## src/pae_pkg.sv

```systemverilog
// Shared types, constants and register indexes for the preferential attachment edge generator.
package pae_pkg;

    // Default sizes, handed to the top-level parameters.
    localparam int DEF_MAX_NODES      = 1024;
    localparam int DEF_MAX_LINKS      = 8;
    localparam int DEF_ENDPOINT_DEPTH = 16384;

    // Configuration port.
    localparam int CFG_IDX_W    = 2;
    localparam int CFG_DATA_W   = 11;
    localparam int NODE_COUNT_W = 11;
    localparam int LINK_CFG_W   = 4;

    localparam logic [CFG_IDX_W-1:0] CFG_NODE_COUNT     = 2'd0;
    localparam logic [CFG_IDX_W-1:0] CFG_LINKS_PER_NODE = 2'd1;
    localparam logic [CFG_IDX_W-1:0] CFG_SEED_NODES     = 2'd2;

    localparam logic [NODE_COUNT_W-1:0] RST_NODE_COUNT     = 11'd1024;
    localparam logic [LINK_CFG_W-1:0]   RST_LINKS_PER_NODE = 4'd2;
    localparam logic [LINK_CFG_W-1:0]   RST_SEED_NODES     = 4'd2;

    typedef enum logic [2:0] {
        ST_IDLE,
        ST_READ,
        ST_CHECK,
        ST_WR_NEW,
        ST_WR_OLD,
        ST_EMIT
    } t_state;

    typedef struct packed {
        logic start;   // input word accepted
        logic check;   // candidate endpoint is in the read register
        logic wr_new;  // write newer node of the edge
        logic wr_old;  // write older node, bump edge count
        logic emit;    // load the output register
    } t_dp_cmd;

    typedef struct packed {
        logic start_seed;    // accepted word makes a seed edge
        logic start_attach;  // accepted word makes an attachment attempt
        logic reject;        // candidate is the node itself or already linked
        logic out_free;      // output register can take a word this cycle
    } t_dp_status;

endpackage

```

## src/pae_ctrl.sv

```systemverilog
// Controller state machine: sequences store reads, store writes and the output load.
module pae_ctrl
    import pae_pkg::*;
(
    input  logic       i_clk,
    input  logic       i_rst_n,
    input  logic       i_in_valid,
    input  t_dp_status i_status,
    output logic       o_in_ready,
    output t_dp_cmd    o_cmd
);

    t_state r_state;
    t_state n_state;

    always_ff @(posedge i_clk) begin
        if (!i_rst_n) begin
            r_state <= ST_IDLE;
        end else begin
            r_state <= n_state;
        end
    end

    always_comb begin
        n_state = r_state;
        case (r_state)
            ST_IDLE: begin
                if (i_in_valid) begin
                    if (i_status.start_seed) begin
                        n_state = ST_WR_NEW;
                    end else if (i_status.start_attach) begin
                        n_state = ST_READ;
                    end
                end
            end
            ST_READ:   n_state = ST_CHECK;
            ST_CHECK: begin
                n_state = i_status.reject ? ST_IDLE : ST_WR_NEW;
            end
            ST_WR_NEW: n_state = ST_WR_OLD;
            ST_WR_OLD: n_state = ST_EMIT;
            ST_EMIT: begin
                if (i_status.out_free) begin
                    n_state = ST_IDLE;
                end
            end
            default:   n_state = ST_IDLE;
        endcase
    end

    always_comb begin
        o_in_ready   = 1'b0;
        o_cmd        = '0;
        case (r_state)
            ST_IDLE: begin
                o_in_ready  = 1'b1;
                o_cmd.start = i_in_valid;
            end
            ST_CHECK:  o_cmd.check  = 1'b1;
            ST_WR_NEW: o_cmd.wr_new = 1'b1;
            ST_WR_OLD: o_cmd.wr_old = 1'b1;
            ST_EMIT:   o_cmd.emit   = i_status.out_free;
            default: begin
                o_in_ready = 1'b0;
            end
        endcase
    end

endmodule

```

## config.mk

```make
export PLATFORM = sky130hd
export DESIGN_NAME = pae_ctrl
export DESIGN_NICKNAME = d
export VERILOG_FILES = /design/src/pae_pkg.sv /design/src/pae_ctrl.sv
export SDC_FILE = /design/constraint.sdc
export NUM_CORES = 1
export LEC_CHECK = 0
export ABC_CLOCK_PERIOD_IN_PS = 2100
export BUFFER_PORTS_ARGS = -buffer_cell sky130_fd_sc_hd__buf_2
export CAP_MARGIN = 5
export CORE_AREA = 2 2 39 41
export DETAILED_ROUTE_END_ITERATION = 16
export DIE_AREA = 0 0 41 43
export PLACE_DENSITY = 0.35
export SLEW_MARGIN = 20
export SYNTH_ARGS = -nofsm -noshare
export SYNTH_HDL_FRONTEND = slang
export SYNTH_SLANG_ARGS = --single-unit
export TNS_END_PERCENT = 50
```

## constraint.sdc

```tcl
create_clock -name i_clk -period 2.1 [get_ports i_clk]
set_input_delay 0.42 -clock i_clk [delete_from_list [all_inputs] [get_ports i_clk]]
set_output_delay 0.42 -clock i_clk [all_outputs]
set_load 0.02 [all_outputs]
```

Word level (Yosys, flattened, before mapping). Index checks and enable logic that the tools add are counted.

Mux-type cells: 12. Eq/ne operators: 8. Reduce and logical (&&, ||, !) cells: 2.

Operator list (number): one-hot mux 3 bit (6 select lines) (1); 2-to-1 mux 3 bit (4); == test 3 x 2 -> 1 bit (second input constant) (2); == test 3 bit (second input constant) (2); 2-to-1 mux 1 bit (6); inequality test 2 bit (second input constant) (2); == test 3 x 1 -> 1 bit (second input constant) (1); logical NOT 3 bit (1); inequality test 3 bit (second input constant) (1); AND reduction 3 bit (1); 2-to-1 mux 2 bit (1).

Output and inout bits: 6. Bits of input ports: 7. Word-level logic and storage cells: 23. Register bits after elaboration: 3.

Depth between registers and ports, before layout.
Depth after elaboration: 4. Mapped depth: 4. Mapped depth without buffers: 3.

Worst setup path after synthesis. Ideal clock, no wire load.

Path kind: register to output. Start point: register r_state[0]. End point: output port o_cmd[4] (netlist name). Data required time: 1.680 ns. Arrival: 1.001 ns. Slack: 0.679 ns. Cell stages (with the launch flop): 4. Buffers on the path: 1. Path through: dfxtp_1 buf_6 nor3_4 and2_1.

RTL lines: start: declaration (RTL line pae_ctrl.sv:13) `t_state r_state;`; start signal: assignment (RTL line pae_ctrl.sv:20) `r_state <= n_state;`; end: declaration (RTL line pae_ctrl.sv:10) `output t_dp_cmd o_cmd`.

==> results by group <==
Clock network
  – Worst-skew pair later-pin latency: 0.23 ns
  – Clock sinks: 3
  – Buffer depth of the longest clock path: 2
  – # resized after CTS: 0
  – CTS clock-pin slew for the worst setup and hold paths: 0.04 ns
  – Postcts setup bufs: 0
  – Cts bufs inserted: 3
  – Root Driver: clkbuf_4
  – TritonCTS clock tree: done
  – CTS Hold Bufs: 0
  – H-tree lvl count: 1

Logic synthesis
  – Synth top area share: 0.294
  – Ranking of synthesized cells by area: dfxtp_1 (29%), o21a_1 (11%), nor3_4 (8.0%)
  – Register area share after synthesis: 0.294
  – Top_reg_cell synth: dfxtp_1
  – Synth Cell Area: 204 µm²
  – Post-synth EDFFs: 0
  – Area leader, netlist: dfxtp_1
  – Post-Syn Instances: 24
  – Distinct cells, synth: 15
  – Top cells by count, synth: dfxtp_1 (3), nor2_1 (3), o21a_1 (3)
  – Syn Area/Cell: 8.50 µm²
  – FFs w/ async S/R, synth: 0
  – Mapped Nets: 31
  – Yosys warns: 0
  – Synth Register Bits: 3

Critical path
  – R2R setup slack: 1.06 ns
  – Req. time, crit path: 1.68 ns
  – Cell family with most CP delay: flip-flops
  – CP max FO: 10
  – Worst path cell trace: nor3_4 > and2_1 > buf_2
  – Slowest stage cell, crit path: dfxtp_1
  – CP endpoint kind: output pin
  – WS Path Type: flop to output pin
  – Critical Path Max Stage Delay: 0.39 ns
  – RR Endpoint: r_state[1]$_SDFFE_PN0P_
  – Worst r2r path cells: 3
  – CP Launch Type: flop
  – Worst path buffer plus inverter count: 1
  – R2r startpoint: r_state[0]$_SDFFE_PN0P_
  – CP arrival: 1.16 ns

Global route
  – Antenna violations before repair: 0
  – Largest net degree at the start of global routing: 11
  – GRT Residual Overflow: 0
  – Vias in the first global route: 196
  – First-pass GRT wire length: 690 µm
  – GRT Overall Usage: 0.0652

Layout
  – Largest register FFs: 3
  – # fillers: 163
  – Synthesis-to-finish area growth: 46.6%
  – # diodes: 0
  – Reg with most FFs: r_state
  – Top Registers: r_state x3
  – Final nets: 47
  – Layout cell share with drive strength beyond 1: 0.436
  – Final core occ: 0.216
  – Count of non-filler cells in the finished layout: 55
  – Post-route cell area: 299 µm²

Worst hold path
  – Worst min-delay path class: input port to flop
  – Hold path start: i_rst_n
  – Hold-critical path endpoint: r_state[2]$_SDFFE_PN0P_
  – Hold depth: 2

Placed design
  – Post-Place Cells: 51
  – DP HPWL: 393 µm
  – RePlAce Congestion: 0.597
  – Pre-CTS WS: 0.760 ns
  – DP Area: 273 µm²
  – Buffers on Ports: 12

Floorplanning
  – Die Height: 43 µm
  – Num rows: 14
  – Initial Utilization: 0.147
  – Core ar.: 0.00138 mm²
  – DIE WIDTH: 41 µm
  – Die area: 0.00176 mm²
  – Boundary Pins: 13

Route
  – Routed wl met2: 263 µm
  – Final wirelength: 464 µm
  – Routed length per instance: 8.44 µm
  – DRC: 0
  – Met1 wire length: 158 µm
  – First drt pass iteration count: 1
  – Wire length on met3: 42 µm
  – Drt via density: 4.11
  – Final ANT Viol Nets: 0
  – Top sig layer: met3
  – Via count: 226
  – DRT iter0 DRCs: 0

Outcome
  – Status: completed

Timing
  – Worst-Margin Slew: 0.334 ns
  – Slew Limit Fails: 0
  – Setup Skew: 0.00122 ns
  – Final setup TNS: 0 ns
  – RSZ-0062 raised after global routing: false
  – Final Hold Vio Count: 0
  – Fin crit share: 0.752
  – Final setup viols: 0
  – Maximum clock frequency: 633 MHz
  – Final Critical Period: 1.58 ns
  – Slew headroom: 0.777
  – Final WS setup: 0.521 ns

Power and ir drop
  – Worst vdd ir: 0.178 mV
  – PwrDens: 885 mW/mm²
  – Leakage Power: 0.000133 µW

Job
  – # Max-Cap Violations: 0
## cells by family after synthesis
family,synth area share
flops,0.294
simple gates,0.405
buf+inv,0.0552
compound gates,0.245
## cells in the final DEF (no fill, tap or decap), drive strengths merged
cell type  instances
nor2               3
and2               1
nor3b              2
nand2b             1
nor3               1
a211oi             1
nand2              2
clkbuf             4
nand4b             1
buf               12
a21oi              2
o21a               3
o21ai              2
or3                1
dfxtp              3
## worst max path at each step
stage | start | endpoint | slack, ns | cells past startpoint
final | r_state[0]$_SDFFE_PN0P_ | o_cmd[4] | 0.52 | 3
after detailed placement | r_state[0]$_SDFFE_PN0P_ | o_cmd[4] | 0.76 | 3
after floorplan | r_state[0]$_SDFFE_PN0P_ | o_cmd[4] | 0.68 | 3
after global placement | r_state[0]$_SDFFE_PN0P_ | o_cmd[4] | 0.76 | 3
after CTS | r_state[0]$_SDFFE_PN0P_ | o_cmd[4] | 0.51 | 3
after global routing | r_state[0]$_SDFFE_PN0P_ | o_cmd[4] | 0.42 | 3
## stage by stage
stage | hold slack, ns | power [µW]
3_5_place_dp | 0.675 | 169
5_1_grt | 0.434 | 285
3_3_place_gp | 0.675 | 170
2_1_floorplan | 0.538 | 148
6_report | 0.439 | 265
4_1_cts | 0.439 | 271
## power breakdown
part	switching, µW	leakage [µW]	total, µW	internal [µW]
registers	18.2	0.0000247	83.8	65.6
clock network	27.2	0.0000150	98.3	71.0
logic	43.6	0.0000934	82.7	39.1
## routing by layer
layer / GRT usage / vias up
met2: 0.106 / 4
met3: 0.0314 / 0
met1: 0.0417 / 105
met5: 0 / -
met4: 0.0800 / 0
li1: - / 117
## layout make-up
class,instances,area [µm²],area share
multi-input combinational,20,133,0.444
sequential,3,60.1,0.201
timing repair buffer,12,60.1,0.201
clock buffer,4,26.3,0.0879
tap,16,20.0,0.0669
(Power assumes the default switching activity.)
